<file path="src/hdl/gqmv_ram.sv">
// Generic single-write, single-read RAM with a registered read port.
// Depends on nothing; used for the vector store and the activation scales.
module gqmv_ram #(
  parameter int unsigned WIDTH = 8,
  parameter int unsigned DEPTH = 16,
  localparam int unsigned AW = (DEPTH > 1) ? $clog2(DEPTH) : 1
) (
  input  logic             clk_i,
  input  logic             we_i,
  input  logic [AW-1:0]    waddr_i,
  input  logic [WIDTH-1:0] wdata_i,
  input  logic             re_i,
  input  logic [AW-1:0]    raddr_i,
  output logic [WIDTH-1:0] rdata_o
);

  logic [WIDTH-1:0] mem_q [DEPTH];
  logic [WIDTH-1:0] rdata_q;

  always_ff @(posedge clk_i) begin
    if (we_i) begin
      mem_q[waddr_i] <= wdata_i;
    end
    if (re_i) begin
      rdata_q <= mem_q[raddr_i];
    end
  end

  assign rdata_o = rdata_q;

endmodule

</file>
<file path="config.mk">
export PLATFORM = sky130hd
export DESIGN_NAME = gqmv_ram
export DESIGN_NICKNAME = d
export VERILOG_FILES = /design/src/hdl/gqmv_ram.sv
export SDC_FILE = /design/constraint.sdc
export NUM_CORES = 1
export LEC_CHECK = 0
export ABC_CLOCK_PERIOD_IN_PS = 2640
export BUFFER_PORTS_ARGS = -buffer_cell sky130_fd_sc_hd__buf_2
export CAP_MARGIN = 10
export CELL_PAD_IN_SITES_DETAIL_PLACEMENT = 1
export CELL_PAD_IN_SITES_GLOBAL_PLACEMENT = 1
export CORE_AREA = 5 5 98 123
export CTS_CLUSTER_DIAMETER = 100
export DETAILED_ROUTE_END_ITERATION = 8
export DIE_AREA = 0 0 103 128
export PLACE_DENSITY_LB_ADDON = 0.25
export SKIP_LAST_GASP = 1
export SLEW_MARGIN = 20
export SYNTH_ARGS = -nofsm -noshare
export SYNTH_HDL_FRONTEND = slang
export SYNTH_SLANG_ARGS = --single-unit
</file>
<file path="constraint.sdc">
create_clock -name clk_i -period 2.64 [get_ports clk_i]
set_clock_uncertainty 0.2 [all_clocks]
set_input_delay 0.132 -clock clk_i [delete_from_list [all_inputs] [get_ports clk_i]]
set_output_delay 0.132 -clock clk_i [all_outputs]
set_load 0.01 [all_outputs]
</file>
==> impl_results.md <==
* Status: finished clean
* Worst Path Required at 2.58 ns
* Yosys top cell by area: edfxtp_1
* Hold Crit Class: input pin to register
* Post-Route WL at 10.6 mm
* Skew-Pair Late Insertion Delay at 0.41 ns
* First-pass GRT wire length at 16.0 mm
* Setup bufs post-CTS at 0
* Critical Path, Cell by Cell: mux4_2 -> a22oi_1 -> nand2_1
* I/O Pins at 27
* Post-CTS sizing at 0
* Initial antenna violation count at 0
* # rows at 43
* RSZ-0062 raised after global routing: no
* Remaining DRCs at 0
* Worst setup SP type: register
* H-tree depth at 4
* CTS Buffer Depth at 2
* Slew at the pin closest to its max-slew limit at 0.800 ns
* GR Overflow Total at 0
* CTS tree: done
* CP top delay family: multiplexers
* Die area at 0.0132 mm^2
* Relative slew slack at 46.5%
* Max VDD drop at 0.510 mV
* Post-synthesis register bit count at 136
* Pwr dens at 781 mW/mm^2
* Final Wtd Congestion at 0.765
* CP Buf/Inv Count at 0
* Core area at 0.0109 mm^2
* Die Width at 103 um
* Synth Area per Inst at 22.8 um^2
* Vias in the first global route at 2,697
* Yosys cell types at 18
* Hold slack at 0.0940 ns
* Setup WS pre-CTS at 0.553 ns
* Final instance area at 0.00622 mm^2
* Sequential element share of the synthesized area at 78.1%
* Critical path type: register to register
* P&R area growth vs syn at 18.9%
* Tmin final at 1.75 ns
* Layout Nets at 309
* Total power at 0.00485 W
* Max frequency at 0.570 GHz
* Critical path's largest stage delay at 0.46 ns
* Critical path depth in cells at 3
* Post-Syn Nets at 248
* Final setup violation count at 0
* Share of layout cells above drive strength 1 at 29.0%
* Root buf cell: clkbuf_16
* CTS Buf Count at 17
* Final hold vios at 0
* Largest net degree at the start of global routing at 33
* Total standard cell area after synthesis at 0.00523 mm^2
* Crit. End Element: register
* Port Buf Inserts at 26
* Routed vias at 2,501
* Antenna-violating nets left at 0
* Routed len/inst at 24.1 um
* Final worst path period share at 66.4%
* Die Height at 128 um
* Clk slew on worst S/H paths at 0.05 ns
* Hold Crit Depth at 3
* Initial Util at 48.1%
* Vias per inst at 5.71
* Yosys synthesis warning count at 0
* Static Leak at 2.11 nW
* Pre-antenna DRT Iters at 4
* CTS Sinks at 136
* Post-Synthesis Cells at 229
* CP Max Fanout at 1
* Placed Area at 0.00558 mm^2
* Max-cap viol count at 0
* Final WS setup at 0.887 ns
* Count of pins over their slew limit at 0
* Dpl hpwl at 6.92 mm
* Synth top area share at 78.1%
* Setup TNS at 0 ns
* DR iter-0 viols at 145
* Crit path DAT at 1.69 ns
* Gr usage total at 17.7%
* CP max-delay cell: mux4_2
* Top post-synthesis cells by area: edfxtp_1, mux4_2, mux4_1, a22oi_1, nor2_1
* R2R depth at 3
* Hold buffers post-CTS at 9
* Antenna diodes at 0
## synthesized netlist by cell type
library cell / number
edfxtp_1: 136
and2b_1: 1
clkdlybuf4s25_2: 3
buf_4: 1
mux4_2: 18
nand2_1: 9
and2_1: 1
a22oi_1: 16
mux4_1: 14
nand3_1: 1
nor3_1: 4
nand3b_1: 2
nand2b_1: 2
or3b_2: 1
nor2b_1: 1
buf_2: 3
buf_6: 3
nor2_1: 13
## cell usage in the layout, fill, tap and decap left out
cell type	instances
a22oi_1	16
and2_1	1
and2b_1	1
buf_12	1
buf_2	26
buf_4	16
bufinv_16	2
clkbuf_1	3
clkbuf_16	17
clkinv_1	3
clkinv_2	6
clkinvlp_4	1
dlygate4sd3_1	9
edfxtp_1	136
mux4_1	14
mux4_2	18
nand2_1	9
nand2b_1	2
nand3_1	1
nand3b_1	2
nor2_1	13
nor2b_1	1
nor3_1	4
or3b_2	1
## path summary, 6_finish.rpt
check	from	endpoint	slack, ns
worst max-delay path	mem_q[1][7]	rdata_o[7]	0.89
worst min-delay path	waddr_i[0]	mem_q[0][1]	0.09
worst max register to register	mem_q[1][7]	rdata_o[7]	0.89
worst min register to register	mem_q[14][3]	rdata_o[3]	0.55
## registers in the layout, summed over array words and instances (netlist names)
register and count:
mem_q 128, rdata_o 8
## through the flow
stage | std cells | utilization, %
2_1_floorplan | 229 | -
3_3_place_gp | 397 | 51.3
3_5_place_dp | 397 | 51.3
4_1_cts | 438 | 57.2
5_1_grt | 438 | 57.2
6_report | 438 | 57.2
## worst min-delay path, delay by kind of cell
family                 cells  cell delay, ns
buffers and inverters      2            0.33
AND/OR/NAND/NOR            1            0.07
## routing by layer
layer  share of wire, %  GRT usage, %
met1                 41          22.0
met2                 53          29.1
met4                1.4          7.16
met5                  0             0
met3                4.6          5.12
## where the power goes
part / internal (W) / leakage (nW) / switching (W) / total (W)
combinational: 0.000101 / 0.605 / 0.000133 / 0.000234
sequential: 0.00243 / 1.24 / 0.0000121 / 0.00245
clock: 0.00137 / 0.270 / 0.000808 / 0.00217
total: 0.00390 / 2.11 / 0.000953 / 0.00485
## logic make-up after synthesis
logic type | count (synthesis) | synth area share, %
AOI/OAI and AO/OA | 16 | 2.30
buffers and inverters | 10 | 1.65
DFF | 136 | 78.1
muxes | 32 | 14.8
and+or+nand+nor | 35 | 3.14
## cell type report
type	instances	area (um^2)
Fill cell	946	4650
Sequential cell	136	4080
Multi-Input combinational cell	83	1060
Clock buffer	20	437
Timing Repair Buffer	52	360
Tap cell	135	169
Clock inverter	12	109
Power figures use the tool's default switching activity.
