<file path="config.mk">
export PLATFORM = sky130hd
export DESIGN_NAME = gqmv_lanes
export DESIGN_NICKNAME = d
export VERILOG_FILES = /design/src/hdl/gqmv_pkg.sv /design/src/hdl/gqmv_lanes.sv
export SDC_FILE = /design/constraint.sdc
export NUM_CORES = 1
export LEC_CHECK = 0
export ABC_AREA = 1
export BUFFER_PORTS_ARGS = -buffer_cell sky130_fd_sc_hd__buf_2
export CAP_MARGIN = 20
export CORE_MARGIN = 2
export CORE_UTILIZATION = 25
export CTS_CLUSTER_SIZE = 8
export DETAILED_ROUTE_END_ITERATION = 16
export PLACE_DENSITY = 0.47
export SLEW_MARGIN = 20
export SYNTH_ARGS = -nofsm -noshare
export SYNTH_HDL_FRONTEND = slang
export SYNTH_SLANG_ARGS = --single-unit
</file>
<file path="constraint.sdc">
create_clock -name clk_i -period 4.3 [get_ports clk_i]
set_clock_uncertainty 0.05 [all_clocks]
set_input_delay 0.215 -clock clk_i [delete_from_list [all_inputs] [get_ports clk_i]]
set_output_delay 0.215 -clock clk_i [all_outputs]
set_load 0.05 [all_outputs]
</file>
<file path="src/hdl/gqmv_pkg.sv">
// Shared types, constants and codes of the group-quantized int8 matrix-vector unit.
// Depends on nothing; gqmv_lanes, gqmv_merge and the top level import it.
package gqmv_pkg;

  localparam int unsigned LANES       = 8;
  localparam int unsigned LOG_LANES   = 3;
  localparam int unsigned GROUP       = 64;
  localparam int unsigned LOG_GROUP   = 6;
  localparam int unsigned MAX_LEN_DEF = 1024;

  localparam int unsigned LANE_W  = 8;
  localparam int unsigned PROD_W  = 2 * LANE_W;
  localparam int unsigned DOT_W   = PROD_W + LOG_LANES;
  localparam int unsigned SCALE_W = 32;
  localparam int unsigned Q_SHIFT = 24;
  localparam int unsigned TOTAL_W = 64;
  localparam int unsigned INDEX_W = 16;
  localparam int unsigned VLEN_W  = 11;

  localparam logic [VLEN_W-1:0] VLEN_RESET = 11'd768;

  localparam int unsigned CHUNK_W  = LANES * LANE_W;
  localparam int unsigned IN_DATA_W  = CHUNK_W + SCALE_W;
  localparam int unsigned OUT_DATA_W = TOTAL_W + INDEX_W;

  typedef logic [LANES-1:0][LANE_W-1:0] chunk_t;
  typedef logic [LANES-1:0][PROD_W-1:0] prods_t;

  typedef enum logic {
    FUNC_ACT    = 1'b0,
    FUNC_WEIGHT = 1'b1
  } func_e;

  typedef enum logic [2:0] {
    S_IDLE,
    S_LANE,
    S_MERGE,
    S_TERM,
    S_ACC
  } state_e;

endpackage

</file>
<file path="src/hdl/gqmv_lanes.sv">
// Parallel int8 multiplier lanes, one registered product per element of a chunk.
// Depends on gqmv_pkg.
module gqmv_lanes (
  input  logic            clk_i,
  input  logic            en_i,
  input  gqmv_pkg::chunk_t act_i,
  input  gqmv_pkg::chunk_t wgt_i,
  output gqmv_pkg::prods_t prods_o
);
  import gqmv_pkg::*;

  prods_t prods_q;

  always_ff @(posedge clk_i) begin
    if (en_i) begin
      for (int k = 0; k < LANES; k++) begin
        prods_q[k] <= PROD_W'($signed(act_i[k]) * $signed(wgt_i[k]));
      end
    end
  end

  assign prods_o = prods_q;

endmodule

</file>
==> reports/results.tsv <==
metric	value	unit
synth_area	0.0256	sq mm
status	complete, no violations	
port_buffers	257	
fp.coreArea	0.102	sq mm
track_usage	12.5	%
die_h	324	um
critPathMaxFanout	8	
grt_pass1_wl	103000	um
nets	4213	
h-tree-depth	4	
slew-limit-headroom	48.0	%
ant_nets	0	
syn2layout_area_growth	13.2	%
avgRoutedWirePerCell	13.0	um
drive_gt1_share	10.6	%
row_count	117	
cp_cell_sequence	dlygate4sd3_1 -> buf_2 -> or2_2 -> fa_1 -> fa_1 -> inv_1 -> fa_1 -> inv_1 -> fa_1 -> inv_1 -> ha_1 -> nand2_1 -> o21ai_2 -> nand3_1 -> nand2_1 -> xor2_1	
powerDensity	601	mW/mm^2
arrival	4.39	ns
p_leak	0.0172	uW
cap_violations	0	
via_per_inst	3.95	
grt_max_degree	66	
finalWeightedCongestion	0.809	
crit_top_cell	fa_1	
post-route-drc-count	0	
cts.clk_slew.worst_paths	0.08	ns
ys_ff_latch	128	
critPathKind	in -> reg	
antenna_found_initial	17	
post-route-period-util	95.6	%
routed_wl	62200	um
max_clock_freq	243	MHz
worstPathRequired	4.58	ns
ios	258	
vias	18900	
critPathMaxStageDelay	0.53	ns
largest_reg_flops	128	
cts_buffer_depth	2	
final_cell_mix	inv_1, nand2_1, fa_1, buf_2, ha_1	
end_kind	flip-flop	
fin_util	28.5	%
rsz0062_at_grt	false	
critPathSlowestCell	dlygate4sd3_1	
cts.sinks	128	
root_buffer	clkbuf_16	
dieArea	0.105	sq mm
start_util	25.2	%
final_common_cell	inv_1	
numCtsBuffers	17	
ys_types	29	
maxSlewViolCount	0	
cts_tree	built	
postSynthAreaPerCell	7.94	sq um
worst_setup_path_start_kind	primary input	
first_global_vias	19300	
synth_nets	4030	
yosysSeqAreaShare	15.0	%
die_w	324	um
first_iter_violations	855	
hold_viol	0	
synth_cells	3228	
cts_setup_buffers	0	
grt_overflow_total	0	
worst_slew_pin_slew	0.780	ns
yosysWarnings	0	
hold_class	in -> reg	
dpl.hpwl	53500	um
min_period	4.11	ns
drt_pass1_iterations	6	
ir_worst_vdd	305	uV
hold_ws	0.0667	ns
setup_viol	0	
[power by group]
part | switching, uW | internal (uW) | total (uW)
combinational | 8670 | 4460 | 13100
clock | 805 | 827 | 1630
sequential | 230 | 2450 | 2680
total | 9710 | 7730 | 17400
[cell families (layout without fill, tap and decap cells)]
group / Yosys count / count (layout) / synth area share, %
simple gates: 983 / 983 / 15.5
flops: 128 / 128 / 15.0
buf+inv: 1243 / 1439 / 18.2
other cells: 0 / 3 / 0
xor+xnor: 89 / 89 / 3.04
compound gates: 113 / 113 / 2.61
fa+ha+maj: 672 / 672 / 45.7
[synthesized netlist by cell type (all sizes together)]
master	count	share of area [%]
o21ai	34	0.77
clkbuf	120	1.8
a21oi	50	1.0
nor2	107	1.6
o21a	2	0.059
a31oi	6	0.15
or2	12	0.29
nand4	13	0.32
xnor2	39	1.3
nor3	3	0.098
a21o	6	0.18
xor2	50	1.7
nand2	762	11
inv	1123	16
fa	440	34
o21bai	15	0.45
nand2b	1	0.024
edfxtp	128	15
nand3	80	1.7
ha	232	11
nand3b	5	0.15
[routing by layer]
layer / track usage [%] / share of wire [%] / up-vias
met2: 20.2 / 46 / 306
met4: 3.00 / 1.3 / 22
met1: 16.8 / 47 / 9086
li1: - / - / 9458
met3: 3.29 / 5.8 / 53
met5: 0 / 0.23 / -
[cell type report]
class                   instances  area (sq um)
well taps                    1368          1710
multi-input cells            1857         17100
fillers                     11200         72700
clock inverters                15           169
repair buffers                284          1510
flip-flops and latches        128          3840
diodes                          3          7.51
inverters                    1123          4220
clock buffers                  17           425
[repair_timing]
action                                  CTS  global route
resized for setup                         0             3
hold endpoints to repair                  1             0
endpoints found under the setup margin    0             2
hold buffers                              2             0
[critical path: cells and delay by family]
kind	cells	cell delay, ns
AO/OA/AOI/OAI	1	0.22
XOR/XNOR	1	0.22
adder cells (fa/ha/maj)	5	2.26
buffers and inverters	5	0.84
AND/OR/NAND/NOR	4	0.63
[worst paths after layout]
kind / from / end / slack [ns] / cells after the start
worst max-delay path: act_i[0] / prods_o[12] / 0.19 / 16
worst min-delay path: wgt_i[32] / prods_o[64] / 0.07 / 3
[per-stage QoR]
stage / worst slack (ns) / total power, uW / instance area (sq um) / TNS [ns] / std cells
3_3_place_gp: -0.0318 / 16100 / 28400 / -0.0318 / 4758
2_1_floorplan: 0.315 / 12700 / 25600 / 0 / 3228
5_1_grt: 0.0238 / 19700 / 29000 / 0 / 4793
6_report: 0.191 / 17400 / 29000 / 0 / 4795
4_1_cts: 0.156 / 17900 / 29000 / 0 / 4792
3_5_place_dp: -0.0105 / 16000 / 28400 / -0.0105 / 4758
No activity file was read; power rests on OpenSTA's default activity.
