File: config.mk
export PLATFORM = sky130hd
export DESIGN_NAME = gqmv_merge
export DESIGN_NICKNAME = d
export VERILOG_FILES = /design/src/hdl/gqmv_pkg.sv /design/src/hdl/gqmv_merge.sv
export SDC_FILE = /design/constraint.sdc
export NUM_CORES = 1
export LEC_CHECK = 0
export BUFFER_PORTS_ARGS = -buffer_cell sky130_fd_sc_hd__buf_2
export CORE_MARGIN = 2
export CORE_UTILIZATION = 56
export DETAILED_ROUTE_END_ITERATION = 10
export PLACE_DENSITY = 0.91
export SLEW_MARGIN = 20
export SYNTH_ARGS = -nofsm -noshare
export SYNTH_HDL_FRONTEND = slang
export SYNTH_SLANG_ARGS = --single-unit
File: constraint.sdc
create_clock -name vclk -period 7.1
set_input_delay 0.71 -clock vclk [all_inputs]
set_output_delay 0.71 -clock vclk [all_outputs]
set_load 0.02 [all_outputs]
File: src/hdl/gqmv_pkg.sv
// Shared types, constants and codes of the group-quantized int8 matrix-vector unit.
// Depends on nothing; gqmv_lanes, gqmv_merge and the top level import it.
package gqmv_pkg;

  localparam int unsigned LANES       = 8;
  localparam int unsigned LOG_LANES   = 3;
  localparam int unsigned GROUP       = 64;
  localparam int unsigned LOG_GROUP   = 6;
  localparam int unsigned MAX_LEN_DEF = 1024;

  localparam int unsigned LANE_W  = 8;
  localparam int unsigned PROD_W  = 2 * LANE_W;
  localparam int unsigned DOT_W   = PROD_W + LOG_LANES;
  localparam int unsigned SCALE_W = 32;
  localparam int unsigned Q_SHIFT = 24;
  localparam int unsigned TOTAL_W = 64;
  localparam int unsigned INDEX_W = 16;
  localparam int unsigned VLEN_W  = 11;

  localparam logic [VLEN_W-1:0] VLEN_RESET = 11'd768;

  localparam int unsigned CHUNK_W  = LANES * LANE_W;
  localparam int unsigned IN_DATA_W  = CHUNK_W + SCALE_W;
  localparam int unsigned OUT_DATA_W = TOTAL_W + INDEX_W;

  typedef logic [LANES-1:0][LANE_W-1:0] chunk_t;
  typedef logic [LANES-1:0][PROD_W-1:0] prods_t;

  typedef enum logic {
    FUNC_ACT    = 1'b0,
    FUNC_WEIGHT = 1'b1
  } func_e;

  typedef enum logic [2:0] {
    S_IDLE,
    S_LANE,
    S_MERGE,
    S_TERM,
    S_ACC
  } state_e;

endpackage

File: src/hdl/gqmv_merge.sv
// Merging stage: adds the lane products of one chunk into a signed dot sum.
// Depends on gqmv_pkg.
module gqmv_merge (
  input  gqmv_pkg::prods_t       prods_i,
  output logic [gqmv_pkg::DOT_W-1:0] dot_o
);
  import gqmv_pkg::*;

  logic [DOT_W-1:0] ext [LANES];
  logic [DOT_W-1:0] sum;

  always_comb begin
    for (int k = 0; k < LANES; k++) begin
      ext[k] = {{(DOT_W-PROD_W){prods_i[k][PROD_W-1]}}, prods_i[k]};
    end
  end

  always_comb begin
    sum = '0;
    for (int k = 0; k < LANES; k++) begin
      sum = sum + ext[k];
    end
  end

  assign dot_o = sum;

endmodule

==> flow_summary.yaml, run 1 <==
run_status:
  status: "completed"
yosys:
  syn_area_mm2: 0.003592
  synth_area_per_cell_um2: 8.573
  ys_seq_area_share_pct: 0
  synth_fp_nets: 665
  yosys_warnings: 0
  ys_types: 30
  syn_inst: 419
routing:
  drt-pass1-iter-count: 4
  wl_per_cell_um: 12.78
  post-route-drc-count: 0
  wirelength_mm: 8.166
  via_per_inst: 4.806
  drtAntennaViolNets: 0
  vias: 3071
  drtIter0Drc: 67
setup_path:
  crit_type: "in -> out"
  cp_max_fo: 6
  worstPathRequired_ns: 6.39
  cp-end-kind: "output port"
  startpoint_type: "input port"
  setup.worst_path.start: "prods_i[3]"
  arrival_ns: 4.94
sta:
  clock.fmax_mhz: 176.9
  rsz0062_at_grt: "false"
  slew_headroom_pct: 77.10
  setup_viol: 0
  finalHoldViolations: 0
  fin_crit_sh_pct: 79.63
  slew_viol_final: 0
  fin_crit_ns: 5.654
  fin_setup_tns_ns: 0
  tightest_slew_ns: 0.3415
die:
  ios: 147
  dieWidth_um: 84.09
  dieArea_mm2: 0.007071
  fp-row-count: 29
  start_util_pct: 57.23
  core-area_mm2: 0.006277
  die_y_um: 84.09
global_routing:
  track_usage_pct: 25.48
  antenna_found_initial: 0
  grt_max_degree: 11
  grt_pass1_vias: 3654
  grt_pass1_wl_mm: 14.87
  overflow: 0
clock_tree:
  cts_setup_buffers: 0
  post_cts_resized: 0
  holdBufCountCts: 0
cells_and_area:
  area_delta_synth_final_pct: 22.74
  design.seq.count: 0
  regArea_um2: 0
  antenna_cells: 0
  fillers: 475
  finalNetCount: 810
  final_common_cell: "inv_1"
  drive_gt1_share_pct: 26.87
  final_util_pct: 70.24
  final_cell_mix: "inv_1, buf_2, fa_1"
  clockBufferCount: 0
  instances_no_fill: 639
placed_design:
  dp_cells: 639
  hpwl_mm: 7.775
  portBuffers: 147
  gp_congestion: 0.8202
flow_run:
  maxCapViolations: 0
worst_hold_path:
  hold_start: "prods_i[112]"
  worstHoldPathType: "in -> out"
layout make-up:
class / count / area [um^2] / area share, %
repair buffers: 147 / 735.7 / 16.69
multi-input cells: 215 / 2826 / 64.10
inverters: 200 / 750.7 / 17.03
well taps: 77 / 96.34 / 2.185
worst max-delay path: stages:
cell and delay [ns]:
buf_2 0.07, inv_1 0.05, fa_1 0.54, inv_1 0.07, fa_1 0.53, fa_1 0.56
inv_1 0.06, fa_1 0.52, inv_1 0.07, fa_1 0.47, a211oi_1 0.37, nor3_2 0.09
o211ai_2 0.31, nor2_1 0.09, a211oi_1 0.23, buf_2 0.21
synth_stat cells, drive strengths merged:
library cell	instances	share of area [%]
nand3	3	0.42
a21bo	1	0.28
inv	200	21
a21oi	15	2.1
a211oi	5	1.0
nor2	8	0.84
and2	1	0.17
nand4	1	0.17
o21ai	8	1.1
clkbuf	4	0.42
xor2	8	2.0
o41ai	1	0.45
nand2	15	1.6
and4b	1	0.28
ha	19	6.6
a31oi	1	0.17
o21a	4	0.84
a221oi	1	0.24
a21o	5	1.0
o2111ai	1	0.24
fa	99	55
mux2i	1	0.28
nor3	6	0.98
o211ai	3	0.77
or3	1	0.17
xnor2	7	1.7
routing by layer:
layer / share of wire, % / GRT usage [%] / up-vias
li1: - / - / 1439
met2: 58 / 52.16 / 121
met1: 34 / 26.81 / 1487
met4: 2.9 / 7.771 / 0
met5: 0 / 0 / -
met3: 4.8 / 2.176 / 24
worst paths after layout:
| kind | end | slack (ns) | depth (start not counted) |
|---|---|---|---|
| max | dot_o[16] | 1.45 | 16 |
| min | dot_o[0] | 1.90 | 4 |
kinds of logic (layout without fill, tap and decap cells):
family	after synthesis	count (layout)	share of synthesized area (%)
fa+ha+maj	118	118	61.79
compound gates	45	45	8.290
mux	1	1	0.2787
simple gates	36	36	4.668
buf+inv	204	347	21.32
xor+xnor	15	15	3.657
metrics by stage:
| stage | hold slack [ns] | cell area (um^2) | setup WS, ns |
|---|---|---|---|
| final | 1.903 | 4409 | 1.446 |
| after global routing | 1.929 | 4409 | 1.081 |
| after CTS | 1.903 | 4409 | 1.436 |
| after detailed placement | 1.895 | 4409 | 1.468 |
| after global placement | 1.869 | 4409 | 1.523 |
| after floorplan | 1.730 | 3592 | 1.653 |
Power of run 1 is not shown: default switching activity piles up to over one toggle a cycle in this logic, so the estimate is an artifact.
==> run 2: changes to the inputs <==
Settings changed: CORE_UTILIZATION 56 to 47, PLACE_DENSITY 0.91 to 0.81.
Clock period 7.1 ns to 4.61 ns, I/O delays scaled along.
==> run 2 against run 1 <==
Routed wire length up 4.8%. Die area up 18%. Critical endpoint is now dot_o[18]. Largest cell class unchanged. Worst hold slack worse by 0.48 ns. Non-clock buffer count up 29. Global-route usage down 4.7 points. Core utilization down 3.0 points. Sequential share of layout area unchanged. First-iteration DRC count up 4.5%. Flip-flop and latch count unchanged. Critical path depth unchanged. Clock-buffer cell count unchanged. The flow now finishes with violations (setup timing).
==> flow_summary.yaml, run 2 (synthesized netlist as in run 1, its figures left out) <==
run_status:
  status: "finished, violations left"
  violations: "setup timing"
sta:
  fin_crit_ns: 4.875
  rsz0062_at_grt: "true"
  fin_crit_sh_pct: 105.7
  finalHoldViolations: 0
  worst_slack_ns: -0.2647
  whs_ns: 1.420
  clock.fmax_mhz: 205.1
  slew_viol_final: 0
  slew_headroom_pct: 75.77
  tightest_slew_ns: 0.3634
  setup_viol: 9
setup_path:
  arrival_ns: 4.41
  cp-endpoint: "dot_o[18]"
  cp-end-kind: "output port"
  cp_max_fo: 3
  crit_type: "in -> out"
  startpoint_type: "input port"
  worstPathRequired_ns: 4.15
  setup.worst_path.start: "prods_i[82]"
die:
  start_util_pct: 49.00
  fp-row-count: 31
  core-area_mm2: 0.007331
  dieArea_mm2: 0.008359
  ios: 147
  die_y_um: 91.43
  dieWidth_um: 91.43
routing:
  wl_per_cell_um: 12.40
  wirelength_mm: 8.555
  drtIter0Drc: 70
  post-route-drc-count: 0
  vias: 3137
  drtAntennaViolNets: 0
  drt-pass1-iter-count: 4
  via_per_inst: 4.546
placed_design:
  hpwl_mm: 7.346
  gp_congestion: 0.8325
  place_ws_ns: -0.2964
  portBuffers: 147
worst_hold_path:
  worstHoldPathType: "in -> out"
  whs_path_depth: 4
  hold_start: "prods_i[112]"
cells_and_area:
  fillers: 560
  finalNetCount: 839
  design.seq.count: 0
  regArea_um2: 0
  drive_gt1_share_pct: 38.07
  final_cell_mix: "inv_1, buf_2, fa_1"
  antenna_cells: 0
  final_common_cell: "inv_1"
  final_util_pct: 67.20
  clockBufferCount: 0
  area_delta_synth_final_pct: 37.13
global_routing:
  overflow: 0
  antenna_found_initial: 0
  track_usage_pct: 20.80
  grt_pass1_wl_mm: 14.52
  grt_max_degree: 10
  grt_pass1_vias: 3458
clock_tree:
  holdBufCountCts: 0
flow_run:
  maxCapViolations: 0
==> run 2: changes by cell type in the layout (fill, tap and decap cells not counted), moves of 6 or more <==
cell   before  now
ha_1       19   12
buf_4       0   35
inv_1     200  185
inv_2       0   15
buf_6       0    9
ha_4        0    6
buf_2     147  132
==> run 2: how the worst min path moves through the flow <==
stage / to / slack, ns
finish: dot_o[0] / 1.42
global route: dot_o[0] / 1.44
global placement: dot_o[0] / 1.36
detailed placement: dot_o[0] / 1.41
floorplan: dot_o[0] / 1.23
CTS: dot_o[0] / 1.41
==> run 2: through the flow <==
step | TNS, ns | cell area, um^2 | instances
2_1_floorplan | 0 | 3625 | 419
3_3_place_gp | -1.510 | 4634 | 683
3_5_place_dp | -1.964 | 4634 | 683
4_1_cts | -0.6684 | 4771 | 687
5_1_grt | -2.516 | 4926 | 690
6_report | -1.523 | 4926 | 690
==> run 2: area by class of cell <==
cell class	count	area [um^2]	area share (%)
repair buffers	176	1025	20.80
inverters	200	750.7	15.24
multi-input cells	215	3027	61.44
well taps	99	123.9	2.515
==> run 2: metal layers <==
metal	GRT usage (%)	wire, um
met1	22.68	2969
met2	43.01	4945
met3	2.158	546
met4	3.157	94
met5	0	0
==> run 2: what timing repair did <==
action | 4_1_cts | 5_1_grt
pin swaps | 19 | 23
setup buffers | 4 | 4
gates resized for setup | 22 | 43
gates cloned | 0 | 0
setup endpoints to repair | 11 | 12
==> run 2: worst max-delay path, stage by stage <==
cell      delay, ns
buf_6          0.09
fa_1           0.54
inv_2          0.04
fa_1           0.60
fa_1           0.46
fa_1           0.50
inv_1          0.05
ha_2           0.18
fa_2           0.38
a211oi_4       0.25
nor3_2         0.08
o211ai_2       0.24
buf_4          0.17
o41ai_4        0.07
xnor2_2        0.14
buf_4          0.16
Power of run 2 is left out for the same reason.
==> run 3: changes to the inputs <==
Settings changed: BUFFER_PORTS_ARGS -buffer_cell sky130_fd_sc_hd__buf_2 to default, CORE_UTILIZATION 47 to 62, DONT_BUFFER_PORTS from default to 1, GPL_TIMING_DRIVEN from default to 1.
Clock period 4.61 ns to 4.3 ns, I/O delays scaled along.
==> run 3 against run 2 <==
The run still ends with setup timing left. Routed wire length down 12%. Core utilization up 11 points. Critical endpoint is now dot_o[16]. Flip-flop and latch count unchanged. First-iteration DRC count down 31%.
==> flow_summary.yaml, run 3 (synthesized netlist as in run 1, its figures left out) <==
run_status:
  status: "finished, violations left"
  violations: "setup timing"
die:
  fp-row-count: 27
  core-area_mm2: 0.005540
  die_y_um: 80.12
  dieArea_mm2: 0.006418
  ios: 147
  start_util_pct: 64.84
  dieWidth_um: 80.12
cells_and_area:
  clockBufferCount: 0
  finalNetCount: 712
  final_common_cell: "inv_1"
  antenna_cells: 0
  final_cell_mix: "inv_1, fa_1, buf_4"
  fillers: 332
  multiInputGateArea_mm2: 0.003073
  regArea_um2: 0
  design.seq.count: 0
  drive_gt1_share_pct: 21.55
  final_util_pct: 78.09
  area_delta_synth_final_pct: 20.45
global_routing:
  antenna_found_initial: 0
  grt_pass1_wl_mm: 11.52
  track_usage_pct: 22.09
  overflow: 0
  grt_max_degree: 8
  grt_pass1_vias: 2994
routing:
  drtAntennaViolNets: 0
  vias: 2702
  drt-pass1-iter-count: 5
  post-route-drc-count: 0
  drtIter0Drc: 48
  via_per_inst: 5.041
  wirelength_mm: 7.513
  wl_per_cell_um: 14.02
sta:
  setup_viol: 11
  slew_viol_final: 0
  worst_slack_ns: -0.4045
  finalHoldViolations: 0
  slew_headroom_pct: 70.20
  clock.fmax_mhz: 212.6
  fin_crit_sh_pct: 109.4
  fin_crit_ns: 4.705
  tightest_slew_ns: 0.4455
  rsz0062_at_grt: "true"
worst_hold_path:
  hold_start: "prods_i[112]"
  worstHoldPathType: "in -> out"
setup_path:
  setup.worst_path.start: "prods_i[50]"
  cp-endpoint: "dot_o[16]"
  arrival_ns: 4.27
  crit_type: "in -> out"
  startpoint_type: "input port"
  cp-end-kind: "output port"
  cp_max_fo: 5
  worstPathRequired_ns: 3.87
placed_design:
  hpwl_mm: 6.405
  portBuffers: 0
  gp_congestion: 0.8928
clock_tree:
  holdBufCountCts: 0
flow_run:
  maxCapViolations: 0
run 3: routing by layer:
metal / vias to the layer above / GRT usage [%] / part of all wire, %
met5: - / 0 / 0
met4: 0 / 3.390 / 2.4
met3: 16 / 1.910 / 4.3
met2: 104 / 46.33 / 59
met1: 1345 / 23.86 / 34
li1: 1237 / - / -
run 3: cell type report:
cell class                 count  area share, %
inverter                     200          17.70
multi-input combinational    215          71.02
tap                           72          2.082
timing repair buffer          49          9.196
run 3: critical path: stages:
cell      delay [ns]
fa_1            0.54
inv_2           0.04
fa_1            0.54
fa_1            0.44
fa_1            0.52
inv_2           0.05
ha_4            0.16
fa_2            0.37
a211oi_4        0.27
nor3_2          0.10
o211ai_2        0.28
buf_4           0.18
nor2_2          0.03
a211oi_2        0.15
buf_4           0.17
run 3: worst min path at each step:
stage	endpoint	cells past startpoint	slack, ns
6_report	dot_o[0]	2	1.23
4_1_cts	dot_o[0]	2	1.24
5_1_grt	dot_o[0]	2	1.24
3_5_place_dp	dot_o[0]	2	1.24
3_3_place_gp	dot_o[0]	2	1.19
2_1_floorplan	dot_o[0]	2	1.17
run 3: timing repair:
item / in CTS / in global routing
endpoints found under the setup margin: 10 / 13
setup buffers: 2 / 5
pin swaps: 20 / 36
cloned: 0 / 0
gates resized for setup: 16 / 39
run 3: through the flow:
| stage | hold slack (ns) | setup WS [ns] | std cells | area [um^2] | setup TNS, ns |
|---|---|---|---|---|---|
| floorplan | 1.170 | -0.1624 | 419 | 3654 | -0.6307 |
| global placement | 1.193 | -0.3172 | 530 | 4051 | -1.953 |
| detailed placement | 1.240 | -0.3813 | 530 | 4051 | -2.296 |
| CTS | 1.240 | -0.3396 | 532 | 4177 | -1.741 |
| global route | 1.237 | -0.5477 | 536 | 4327 | -3.583 |
| finish | 1.228 | -0.4045 | 536 | 4327 | -2.187 |
Power of run 3 is left out for the same reason.
